==> config.mk <==
export PLATFORM = sky130hd
export DESIGN_NAME = lru_page_replacement
export DESIGN_NICKNAME = d
export VERILOG_FILES = /design/src/lpr_pkg.sv /design/src/lpr_ctrl.sv /design/src/lpr_dp.sv /design/src/lru_page_replacement.sv
export SDC_FILE = /design/constraint.sdc
export NUM_CORES = 1
export LEC_CHECK = 0
export ABC_AREA = 1
export BUFFER_PORTS_ARGS = -buffer_cell sky130_fd_sc_hd__buf_2
export CORE_MARGIN = 10
export CORE_UTILIZATION = 45
export CTS_BUF_LIST = sky130_fd_sc_hd__clkbuf_2 sky130_fd_sc_hd__clkbuf_4 sky130_fd_sc_hd__clkbuf_8
export CTS_CLUSTER_SIZE = 20
export DETAILED_ROUTE_END_ITERATION = 16
export SYNTH_ARGS = -nofsm -noshare
export SYNTH_HDL_FRONTEND = slang
export SYNTH_SLANG_ARGS = --single-unit
==> constraint.sdc <==
create_clock -name clk -period 10.2 [get_ports clk]
set_input_delay 0 -clock clk [delete_from_list [all_inputs] [get_ports clk]]
set_output_delay 0 -clock clk [all_outputs]
set_load 0.005 [all_outputs]
==> src/lpr_pkg.sv <==
package lpr_pkg;

  localparam int TDATA_IN_W  = 16;
  localparam int TDATA_OUT_W = 40;
  localparam int FAULT_W     = 16;
  localparam int CFG_W       = 4;
  localparam int IDX_OUT_W   = 3;
  localparam int EVICT_W     = 16;

  localparam logic [FAULT_W-1:0] FAULT_MAX     = '1;
  localparam logic [CFG_W-1:0]   ACTIVE_RESET  = 4'd3;

  typedef enum logic [1:0] {
    ST_IDLE,
    ST_SCAN,
    ST_UPDATE
  } lpr_state_t;

  typedef struct packed {
    logic load;
    logic scan;
    logic commit;
  } lpr_cmd_t;

  typedef struct packed {
    logic scan_last;
    logic out_busy;
  } lpr_sts_t;

endpackage

==> src/lpr_ctrl.sv <==
module lpr_ctrl (
  input  logic              clk,
  input  logic              rst_n,
  input  logic              in_tvalid,
  output logic              in_tready,
  input  lpr_pkg::lpr_sts_t sts,
  output lpr_pkg::lpr_cmd_t cmd
);

  lpr_pkg::lpr_state_t state_r;
  lpr_pkg::lpr_state_t state_nxt;

  always_ff @(posedge clk) begin
    if (!rst_n) begin
      state_r <= lpr_pkg::ST_IDLE;
    end else begin
      state_r <= state_nxt;
    end
  end

  always_comb begin
    state_nxt = state_r;
    unique case (state_r)
      lpr_pkg::ST_IDLE: begin
        if (in_tvalid) begin
          state_nxt = lpr_pkg::ST_SCAN;
        end
      end
      lpr_pkg::ST_SCAN: begin
        if (sts.scan_last) begin
          state_nxt = lpr_pkg::ST_UPDATE;
        end
      end
      lpr_pkg::ST_UPDATE: begin
        if (!sts.out_busy) begin
          state_nxt = lpr_pkg::ST_IDLE;
        end
      end
      default: state_nxt = lpr_pkg::ST_IDLE;
    endcase
  end

  always_comb begin
    in_tready  = 1'b0;
    cmd        = '0;
    unique case (state_r)
      lpr_pkg::ST_IDLE: begin
        in_tready = rst_n;
        cmd.load  = in_tvalid && rst_n;
      end
      lpr_pkg::ST_SCAN: begin
        cmd.scan = 1'b1;
      end
      lpr_pkg::ST_UPDATE: begin
        cmd.commit = !sts.out_busy;
      end
      default: begin
        in_tready = 1'b0;
      end
    endcase
  end

  property p_scan_after_load;
    @(posedge clk) disable iff (!rst_n) cmd.load |=> state_r == lpr_pkg::ST_SCAN;
  endproperty
  a_scan_after_load: assert property (p_scan_after_load)
    else $error("Accepted item did not start a scan.");

  property p_commit_returns_idle;
    @(posedge clk) disable iff (!rst_n) cmd.commit |=> in_tready;
  endproperty
  a_commit_returns_idle: assert property (p_commit_returns_idle)
    else $error("Controller did not return to idle after commit.");

  property p_no_accept_while_busy;
    @(posedge clk) disable iff (!rst_n) (state_r != lpr_pkg::ST_IDLE) |-> !in_tready;
  endproperty
  a_no_accept_while_busy: assert property (p_no_accept_while_busy)
    else $error("Input was ready while an item was in progress.");

endmodule

==> src/lpr_dp.sv <==
module lpr_dp #(
  parameter int FRAMES    = 8,
  parameter int PAGE_BITS = 16,
  parameter int AGE_BITS  = 16
) (
  input  logic                            clk,
  input  logic                            rst_n,
  input  logic                            cfg_wr_en,
  input  logic [lpr_pkg::CFG_W-1:0]       cfg_wr_data,
  input  logic [lpr_pkg::TDATA_IN_W-1:0]  in_tdata,
  input  logic                            in_tuser,
  input  logic                            out_tready,
  output logic                            out_tvalid,
  output logic [lpr_pkg::TDATA_OUT_W-1:0] out_tdata,
  input  lpr_pkg::lpr_cmd_t               cmd,
  output lpr_pkg::lpr_sts_t               sts
);

  localparam int IDX_W = $clog2(FRAMES);
  localparam int CNT_W = $clog2(FRAMES + 1);
  localparam logic [AGE_BITS-1:0] AGE_MAX = '1;

  logic [lpr_pkg::CFG_W-1:0]   active_r;
  logic [CNT_W-1:0]            n_used;
  logic [CNT_W-1:0]            n_m1;
  logic [IDX_W-1:0]            last_idx;

  logic [FRAMES-1:0]           valid_r;
  logic [AGE_BITS-1:0]         age_r [FRAMES];
  logic [PAGE_BITS-1:0]        page_mem [FRAMES];
  logic [lpr_pkg::FAULT_W-1:0] fault_r;
  logic [lpr_pkg::FAULT_W-1:0] fault_nxt;

  logic [PAGE_BITS+lpr_pkg::TDATA_IN_W-1:0] page_ext;
  logic [PAGE_BITS-1:0]        page_in;
  logic [PAGE_BITS-1:0]        req_page_r;

  logic [IDX_W-1:0]            idx_r;
  logic                        rd_valid;
  logic [PAGE_BITS-1:0]        rd_page;
  logic [AGE_BITS-1:0]         rd_age;

  logic                        hit_r;
  logic [IDX_W-1:0]            hit_idx_r;
  logic                        empty_r;
  logic [IDX_W-1:0]            empty_idx_r;
  logic [IDX_W-1:0]            best_idx_r;
  logic [AGE_BITS-1:0]         best_age_r;
  logic [PAGE_BITS-1:0]        best_page_r;

  logic [IDX_W-1:0]            slot;
  logic                        evicted;
  logic [IDX_W+lpr_pkg::IDX_OUT_W-1:0]   slot_ext;
  logic [PAGE_BITS+lpr_pkg::EVICT_W-1:0] evict_ext;
  logic [lpr_pkg::EVICT_W-1:0] evict_page;

  logic                        out_valid_r;
  logic [lpr_pkg::TDATA_OUT_W-1:0] out_data_r;

  always_ff @(posedge clk) begin
    if (!rst_n) begin
      active_r <= lpr_pkg::ACTIVE_RESET;
    end else if (cfg_wr_en) begin
      active_r <= cfg_wr_data;
    end
  end

  always_comb begin
    if (active_r == '0) begin
      n_used = CNT_W'(1);
    end else if (int'(active_r) > FRAMES) begin
      n_used = CNT_W'(FRAMES);
    end else begin
      n_used = CNT_W'(active_r);
    end
  end

  assign n_m1     = n_used - CNT_W'(1);
  assign last_idx = n_m1[IDX_W-1:0];

  assign page_ext = {{PAGE_BITS{1'b0}}, in_tdata};
  assign page_in  = page_ext[PAGE_BITS-1:0];

  assign rd_valid = valid_r[idx_r];
  assign rd_page  = page_mem[idx_r];
  assign rd_age   = age_r[idx_r];

  assign sts.scan_last = (idx_r == last_idx);
  assign sts.out_busy  = out_valid_r && !out_tready;

  always_ff @(posedge clk) begin
    if (cmd.load) begin
      req_page_r <= page_in;
      idx_r      <= '0;
    end else if (cmd.scan) begin
      idx_r <= idx_r + IDX_W'(1);
      if (!hit_r && rd_valid && (rd_page == req_page_r)) begin
        hit_idx_r <= idx_r;
      end
      if (!empty_r && !rd_valid) begin
        empty_idx_r <= idx_r;
      end
      if ((idx_r == '0) || (rd_age > best_age_r)) begin
        best_idx_r  <= idx_r;
        best_age_r  <= rd_age;
        best_page_r <= rd_page;
      end
    end
  end

  always_ff @(posedge clk) begin
    if (!rst_n) begin
      hit_r   <= 1'b0;
      empty_r <= 1'b0;
    end else if (cmd.load) begin
      hit_r   <= 1'b0;
      empty_r <= 1'b0;
    end else if (cmd.scan) begin
      if (rd_valid && (rd_page == req_page_r)) begin
        hit_r <= 1'b1;
      end
      if (!rd_valid) begin
        empty_r <= 1'b1;
      end
    end
  end

  always_comb begin
    priority if (hit_r) begin
      slot = hit_idx_r;
    end else if (empty_r) begin
      slot = empty_idx_r;
    end else begin
      slot = best_idx_r;
    end
  end

  assign evicted    = !hit_r && !empty_r;
  assign slot_ext   = {{lpr_pkg::IDX_OUT_W{1'b0}}, slot};
  assign evict_ext  = {{lpr_pkg::EVICT_W{1'b0}}, (evicted ? best_page_r : '0)};
  assign evict_page = evict_ext[lpr_pkg::EVICT_W-1:0];

  always_comb begin
    if (hit_r || (fault_r == lpr_pkg::FAULT_MAX)) begin
      fault_nxt = fault_r;
    end else begin
      fault_nxt = fault_r + lpr_pkg::FAULT_W'(1);
    end
  end

  always_ff @(posedge clk) begin
    if (!rst_n) begin
      valid_r <= '0;
      fault_r <= '0;
      for (int i = 0; i < FRAMES; i++) begin
        age_r[i] <= '0;
      end
    end else if (cmd.load) begin
      if (in_tuser) begin
        valid_r <= '0;
        fault_r <= '0;
        for (int i = 0; i < FRAMES; i++) begin
          age_r[i] <= '0;
        end
      end
    end else if (cmd.commit) begin
      valid_r[slot] <= 1'b1;
      fault_r       <= fault_nxt;
      for (int i = 0; i < FRAMES; i++) begin
        if (i < int'(n_used)) begin
          if (IDX_W'(i) == slot) begin
            age_r[i] <= AGE_BITS'(1);
          end else if (valid_r[i] && (age_r[i] != AGE_MAX)) begin
            age_r[i] <= age_r[i] + AGE_BITS'(1);
          end
        end
      end
    end
  end

  always_ff @(posedge clk) begin
    if (cmd.commit && !hit_r) begin
      page_mem[slot] <= req_page_r;
    end
  end

  always_ff @(posedge clk) begin
    if (!rst_n) begin
      out_valid_r <= 1'b0;
    end else if (cmd.commit) begin
      out_valid_r <= 1'b1;
    end else if (out_tready) begin
      out_valid_r <= 1'b0;
    end
  end

  always_ff @(posedge clk) begin
    if (cmd.commit) begin
      out_data_r <= {3'b000, fault_nxt, evict_page, evicted,
                     slot_ext[lpr_pkg::IDX_OUT_W-1:0], hit_r};
    end
  end

  assign out_tvalid = out_valid_r;
  assign out_tdata  = out_data_r;

  property p_commit_shows_result;
    @(posedge clk) disable iff (!rst_n) cmd.commit |=> out_valid_r;
  endproperty
  a_commit_shows_result: assert property (p_commit_shows_result)
    else $error("Committed item did not reach the output register.");

  property p_hit_no_evict;
    @(posedge clk) disable iff (!rst_n) out_valid_r |-> !(out_data_r[0] && out_data_r[4]);
  endproperty
  a_hit_no_evict: assert property (p_hit_no_evict)
    else $error("Result reports both a hit and an eviction.");

  property p_slot_valid;
    @(posedge clk) disable iff (!rst_n) cmd.commit |=> valid_r[$past(slot)];
  endproperty
  a_slot_valid: assert property (p_slot_valid)
    else $error("Chosen frame is not valid after commit.");

  property p_fault_monotonic;
    @(posedge clk) disable iff (!rst_n) cmd.commit |=> fault_r >= $past(fault_r);
  endproperty
  a_fault_monotonic: assert property (p_fault_monotonic)
    else $error("Fault count decreased on commit.");

endmodule

==> src/lru_page_replacement.sv <==
// Channel | Direction | Ports                      | Contents
// in      | sink      | in_tvalid/tready/tdata/tuser | tdata: page_number; tuser: start_of_string
// out     | source    | out_tvalid/tready/tdata     | tdata: hit, frame_index, evicted_valid,
//         |           |                            |        evicted_page, fault_total
// cfg     | sink      | cfg_wr_en/cfg_wr_data      | active_frames
//
// An item is accepted, then a sequential match and victim scan visits each active
// frame in turn, and then the frames are updated.
// Reset is synchronous and active low; all frames become empty and active_frames is 3.
// A result waits in the output register while the next item is accepted and scanned;
// the update of that next item holds until the output register is free.
module lru_page_replacement #(
  parameter int FRAMES    = 8,
  parameter int PAGE_BITS = 16,
  parameter int AGE_BITS  = 16
) (
  input  logic                            clk,
  input  logic                            rst_n,
  input  logic                            cfg_wr_en,
  input  logic [lpr_pkg::CFG_W-1:0]       cfg_wr_data,
  input  logic                            in_tvalid,
  output logic                            in_tready,
  // page_number[15:0]
  input  logic [lpr_pkg::TDATA_IN_W-1:0]  in_tdata,
  // start_of_string
  input  logic                            in_tuser,
  output logic                            out_tvalid,
  input  logic                            out_tready,
  // hit[0], frame_index[3:1], evicted_valid[4], evicted_page[20:5],
  // fault_total[36:21], zero[39:37]
  output logic [lpr_pkg::TDATA_OUT_W-1:0] out_tdata
);

  lpr_pkg::lpr_cmd_t cmd;
  lpr_pkg::lpr_sts_t sts;

  lpr_ctrl u_ctrl (
    .clk       (clk),
    .rst_n     (rst_n),
    .in_tvalid (in_tvalid),
    .in_tready (in_tready),
    .sts       (sts),
    .cmd       (cmd)
  );

  lpr_dp #(
    .FRAMES    (FRAMES),
    .PAGE_BITS (PAGE_BITS),
    .AGE_BITS  (AGE_BITS)
  ) u_dp (
    .clk         (clk),
    .rst_n       (rst_n),
    .cfg_wr_en   (cfg_wr_en),
    .cfg_wr_data (cfg_wr_data),
    .in_tdata    (in_tdata),
    .in_tuser    (in_tuser),
    .out_tready  (out_tready),
    .out_tvalid  (out_tvalid),
    .out_tdata   (out_tdata),
    .cmd         (cmd),
    .sts         (sts)
  );

endmodule
==> Word level (Yosys, flattened, before mapping) <==
Memories as Yosys holds them, arrays and structs flattened. A register that Yosys moved wholly into a read port is not among the register bits.
Cells that the tools add are included.
{ "totals": {"ff_bits": 130, "ramBits": 256, "in_bits": 26, "elab_cells": 296, "mem_count": 2} }
{ "memory_table": {"columns": ["name", "depth", "width", "rd", "rd_clocked_by_memory_dff", "wr", "line", "source"], "rows": [
  ["u_dp.age_r", 8, 16, 9, 1, 8, "lpr_dp.sv:29", "logic [AGE_BITS-1:0] age_r [FRAMES];"],
  ["u_dp.page_mem", 8, 16, 1, 1, 1, "lpr_dp.sv:30", "logic [PAGE_BITS-1:0] page_mem [FRAMES];"]
]} }
{ "classes": {"addsub": 11, "order_cmp": 13, "eq_ne": 24, "n_mux": 164, "bitwise": 28, "reduce_logical": 38} }
{ "ops": {"columns": ["operator", "n"], "rows": [
  ["$mux W16", 28],
  ["$add A16 B1 Y16 const B", 9],
  ["$ne A16 B16 Y1 const B", 8],
  ["$mux W1", 119],
  ["$mux W8", 3],
  ["$or A1 B1 Y1", 24],
  ["$mux W3", 6],
  ["$logic_and A1 B1 Y1", 17],
  ["$eq A16 B16 Y1", 1],
  ["$eq A16 B16 Y1 const B", 1],
  ["$gt A16 B16 Y1", 1],
  ["$lt A3 B4 Y1 const A", 4],
  ["$eq A3 B3 Y1 const A", 4],
  ["$reduce_and A3 Y1", 4],
  ["$lt A1 B4 Y1 const A", 2],
  ["$lt A2 B4 Y1 const A", 2],
  ["$lt A3 B4 Y1 const B", 2],
  ["$mux W4", 2],
  ["$ne A2 B2 Y1 const B", 4],
  ["$or A8 B8 Y8", 1],
  ["$eq A2 B3 Y1 const A", 2],
  ["$logic_not A3 Y1", 2],
  ["$mux W2", 3],
  ["$pmux W2 S3", 1],
  ["18 further kinds", 28]
]} }

==> Longest topological paths before layout <==
{ "depth": {"word_depth": 11, "mapped_depth": 19} }

==> Modules after synthesis <==
From an unflattened synthesis, not the netlist that was laid out.
{ "hier_totals": {"hier_cells": 2068, "hier_area_um2": 19515.0} }
{ "by_module_without_submodules": {"columns": ["module", "n_inst", "cells_each", "area_each_um2"], "rows": [
  ["lpr_dp", 1, 2048, 19394.9],
  ["lpr_ctrl", 1, 20, 120.1]
]} }

==> Worst setup path before layout <==
No wires, ideal clock.
{ "synth_timing": {"kind": "register to register", "from": "register with a tool-made name", "to": "register u_dp.best_age_r[0], enable pin", "setup_ns": 0.439, "t_arrival_ns": 4.004, "required_ns": 9.761, "slack_ns": 5.757, "stages_incl_launch_ff": 17, "n_path_buf": 5, "period_less_slack_ns": 4.443, "cell_sequence": "dfxtp_1 -> buf_2 -> buf_6 -> buf_4 -> buf_2 -> buf_2 -> o21ai_0 -> a221oi_1 -> a31oi_1 -> ha_1 -> nand2_1 -> o21ai_0 -> nand2_1 -> o211ai_1 -> and2_1 -> o21ai_0 -> a21oi_1"} }
{ "synth_lines": {"columns": ["item", "line", "source"], "rows": [
  ["end signal: assignment", "lpr_dp.sv:105", "best_age_r <= rd_age;"],
  ["end: declaration", "lpr_dp.sv:48", "logic [AGE_BITS-1:0] best_age_r;"]
]} }

==> metrics.txt <==
status finished clean; Period minus WS final about 4.7 ns; clock transition at the register clock pins on the worst setup and hold paths after CTS 0.06 ns; share of layout cells above drive strength 1 11.0%; flop-to-flop setup slack 5.53 ns; cell area after layout about 22000 um2; remaining number of nets flagged by the antenna check after routing 0; total routing resource utilization after global routing 18.4%; via/cell ratio roughly 5; Sum Neg Setup Slack 0 ns; number of buffers on the longest clock path 3; routing usage on met2 28.6%; leakage component of the power approximately 8.7 nW; CP max FO slightly below 100; Achievable Freq about 210 MHz; setup repair after global routing missed its margin no; global-route track usage on met1 25.5%; clock latency on the worst-skew pair roughly 0.64 ns; Most Crowded Layer GR met2; Power Dens Cells roughly 210 nW/um2; Hold Path End u_dp.req_page_r[15]; cell depth of the worst min-delay path 2; Root Buffer Master clkbuf_8; worst endpoint required time roughly 10 ns; final count of hold timing violations 0; worst vdd ir approximately 100 uV; number of instances in the placed design between 2000 and 3000; die area 52100 um2; CP startpoint kind register; DR vias around 15000; final max-slew violation count 0; vertical die dimension around 230 um; final standard cell count with taps included and fillers excluded approximately 2800; wire length of the first global-routing pass just under 80 mm; quantity of I/O buffers inserted on ports 64; Num Clock Sinks about 390; clock buffers created by TritonCTS 70; number of standard cells after synthesis ~2100; CP Capture Type register; Net count, final approximately 2300; count of different cell masters after synthesis 52; worst setup skew after layout between 0.02 and 0.03 ns; post-synthesis async set-or-reset flop share 0%; WL per Instance 17.2 um; global route overflow 0; antenna violations before repair 0; Primary FF master, synth edfxtp_1; worst hold path startpoint in_tdata[15]; detailed-router iteration count before antenna repair 8; cell area reported after detailed placement between 20000 and 25000 um2; DP HPWL 32.6 mm; CTS tree done; count of antenna diodes in the layout 0; synthesis warning total 0; worst path arrival time 4.95 ns; vias in the first global route approximately 14000; sequential area share after synthesis between 50% and 60%; Die Width 228 um; reported max-cap violation count 0; remaining max-slew budget at the tightest pin about a fifth; Setup WS pre-CTS ~5.6 ns; pin count of the biggest net entering global routing roughly 100; number of DRC violations after detailed-routing iteration 0 ~1200; summed instance area of the synthesized netlist about 20000 um2; ports placed on the boundary 68; crit path kind register to register; setup bufs post-CTS 0; CTS H-Tree Depth 3; post-synthesis average cell area about 9.3 um2; met3 GRT Util about 3.4%; total wire length slightly below 50 mm; post-detailed-route DRC marker count 0; reg-to-reg critical path endpoint u_dp.best_idx_r[0]; least setup slack across all paths after layout 5.53 ns; path depth of the worst reg2reg path 13; starting utilization of the core area between 40% and 50%; EDFF count, synth 350; count of endpoints failing setup in the final report 0; area of the core region ~43000 um2; final estimated routing congestion in global placement around 0.9; final cycle utilization of the critical path between 40% and 50%; area growth from synthesis to layout 13.0%; flops & latches, synth around 390; std cell rows 76; slew of the pin with the lowest slew margin about 1.2 ns; type of the tightest min-delay check input port to register
==> worst max-delay path by stage <==
stage / startpoint / to / slack (ns) / cells after the start
floorplan: register / u_dp.best_age_r[0] / 5.76 / 16
global placement: register / u_dp.best_page_r[0] / 5.69 / 13
detailed placement: register / u_dp.best_page_r[3] / 5.62 / 13
CTS: register / u_dp.best_page_r[2] / 5.59 / 13
global route: register / u_dp.best_idx_r[1] / 5.13 / 13
finish: register / u_dp.best_idx_r[0] / 5.53 / 13
==> cell type report <==
type	instances	area, um2
clock buffer	96	1180
multi-input combinational	1343	6750
timing repair buffer	107	726
inverter	299	1120
tap	585	732
fill	4011	21000
sequential	389	11300
clock inverter	29	219
==> worst max-delay path, cell delays in order (launching register included) <==
cell	delay (ns)
dfxtp_4	0.76
clkinv_2	0.51
buf_4	0.54
o21ai_0	0.30
nand2_1	0.07
nor2_1	0.10
a31oi_1	0.06
ha_1	0.33
nand4_1	0.14
nor3_1	0.26
and2_1	0.17
o21ai_0	0.12
a21oi_4	0.41
buf_4	0.43
==> timing repair <==
action	4_1_cts	5_1_grt
endpoints found under the hold margin	32	0
resized for setup	0	0
hold buffers	33	0
==> metal layers <==
metal,up-vias,routed length (um)
li1,7254,-
met1,6945,22600
met2,405,22200
met3,60,3210
met4,0,898
met5,-,0
==> through the flow <==
stage                     utilization, %  total power, W  hold slack [ns]
after floorplan                        -         0.00284           0.0989
after global placement              47.2         0.00317            0.176
after detailed placement            47.2         0.00318            0.178
after CTS                           51.3         0.00469           0.0277
after global routing                51.3         0.00493           0.0705
final                               51.3         0.00466           0.0722
==> placed cells by master, fill, tap and decap left out, types with 18 or more instances in the layout <==
cell	instances
o21ai_0	114
nor2_1	266
nand2_1	410
nor3_1	47
nor3b_1	18
ha_1	29
dlygate4sd3_1	33
xor2_1	52
inv_1	288
a21oi_1	113
clkbuf_8	74
buf_2	64
a31oi_1	20
dfxtp_1	37
edfxtp_1	350
clkbuf_4	22
nand3_1	137
==> kinds of logic after synthesis <==
family	synth area share, %
muxes	0.0513
other	0.0192
adders and majority gates	1.86
and+or+nand+nor	21.6
xor gates and xnor gates	2.69
DFF	57.9
buffers and inverters	7.70
AOI/OAI and AO/OA	8.18
==> synthesized netlist by cell type (3+ instances only) <==
cell type / number / area share, %
nand2_1: 410 / 7.9
edfxtp_1: 350 / 54
inv_1: 288 / 5.5
nor2_1: 274 / 5.3
nand3_1: 137 / 3.5
a21oi_1: 114 / 2.9
o21ai_0: 114 / 2.9
xor2_1: 52 / 2.3
nor3_1: 47 / 1.2
dfxtp_1: 39 / 4.0
buf_2: 29 / 0.74
ha_1: 29 / 1.9
clkbuf_1: 21 / 0.40
a31oi_1: 20 / 0.64
nor3b_1: 18 / 0.69
nand4_1: 16 / 0.51
nand3b_1: 11 / 0.42
buf_4: 9 / 0.35
inv_2: 9 / 0.17
or2_2: 9 / 0.29
nor3_2: 8 / 0.41
xnor2_1: 8 / 0.36
a221oi_1: 7 / 0.31
nand2_2: 7 / 0.22
nand3_2: 7 / 0.36
o22ai_1: 7 / 0.22
buf_6: 6 / 0.35
nor4_1: 6 / 0.19
o211ai_1: 6 / 0.23
o21a_1: 5 / 0.19
buf_1: 4 / 0.077
nor3_4: 4 / 0.33
a211oi_1: 3 / 0.12
==> power breakdown <==
part,switching [W],total (W),internal [W]
clock network,0.000663,0.00149,0.000829
logic,0.000806,0.00116,0.000351
registers,0.000106,0.00202,0.00191
total,0.00158,0.00466,0.00309
==> sequential cells by signal, indices dropped and copies added, names as in the netlist, named ones only <==
| signal | cells |
|---|---|
| u_dp.out_tdata | 37 |
| u_dp.best_age_r | 16 |
| u_dp.fault_r | 16 |
| u_dp.best_page_r | 16 |
| u_dp.best_idx_r | 3 |
| u_dp.hit_r | 1 |
| u_dp.page_mem | 128 |
| u_dp.out_tvalid | 1 |
| u_dp.empty_r | 1 |
| u_dp.active_r | 4 |
| u_dp.req_page_r | 16 |
| u_dp.valid_r | 8 |
| u_dp.idx_r | 3 |
| u_dp.hit_idx_r | 3 |
| u_ctrl.state_r | 2 |
| u_dp.empty_idx_r | 3 |
| u_dp.age_r | 128 |
(Power assumes the default switching activity.)
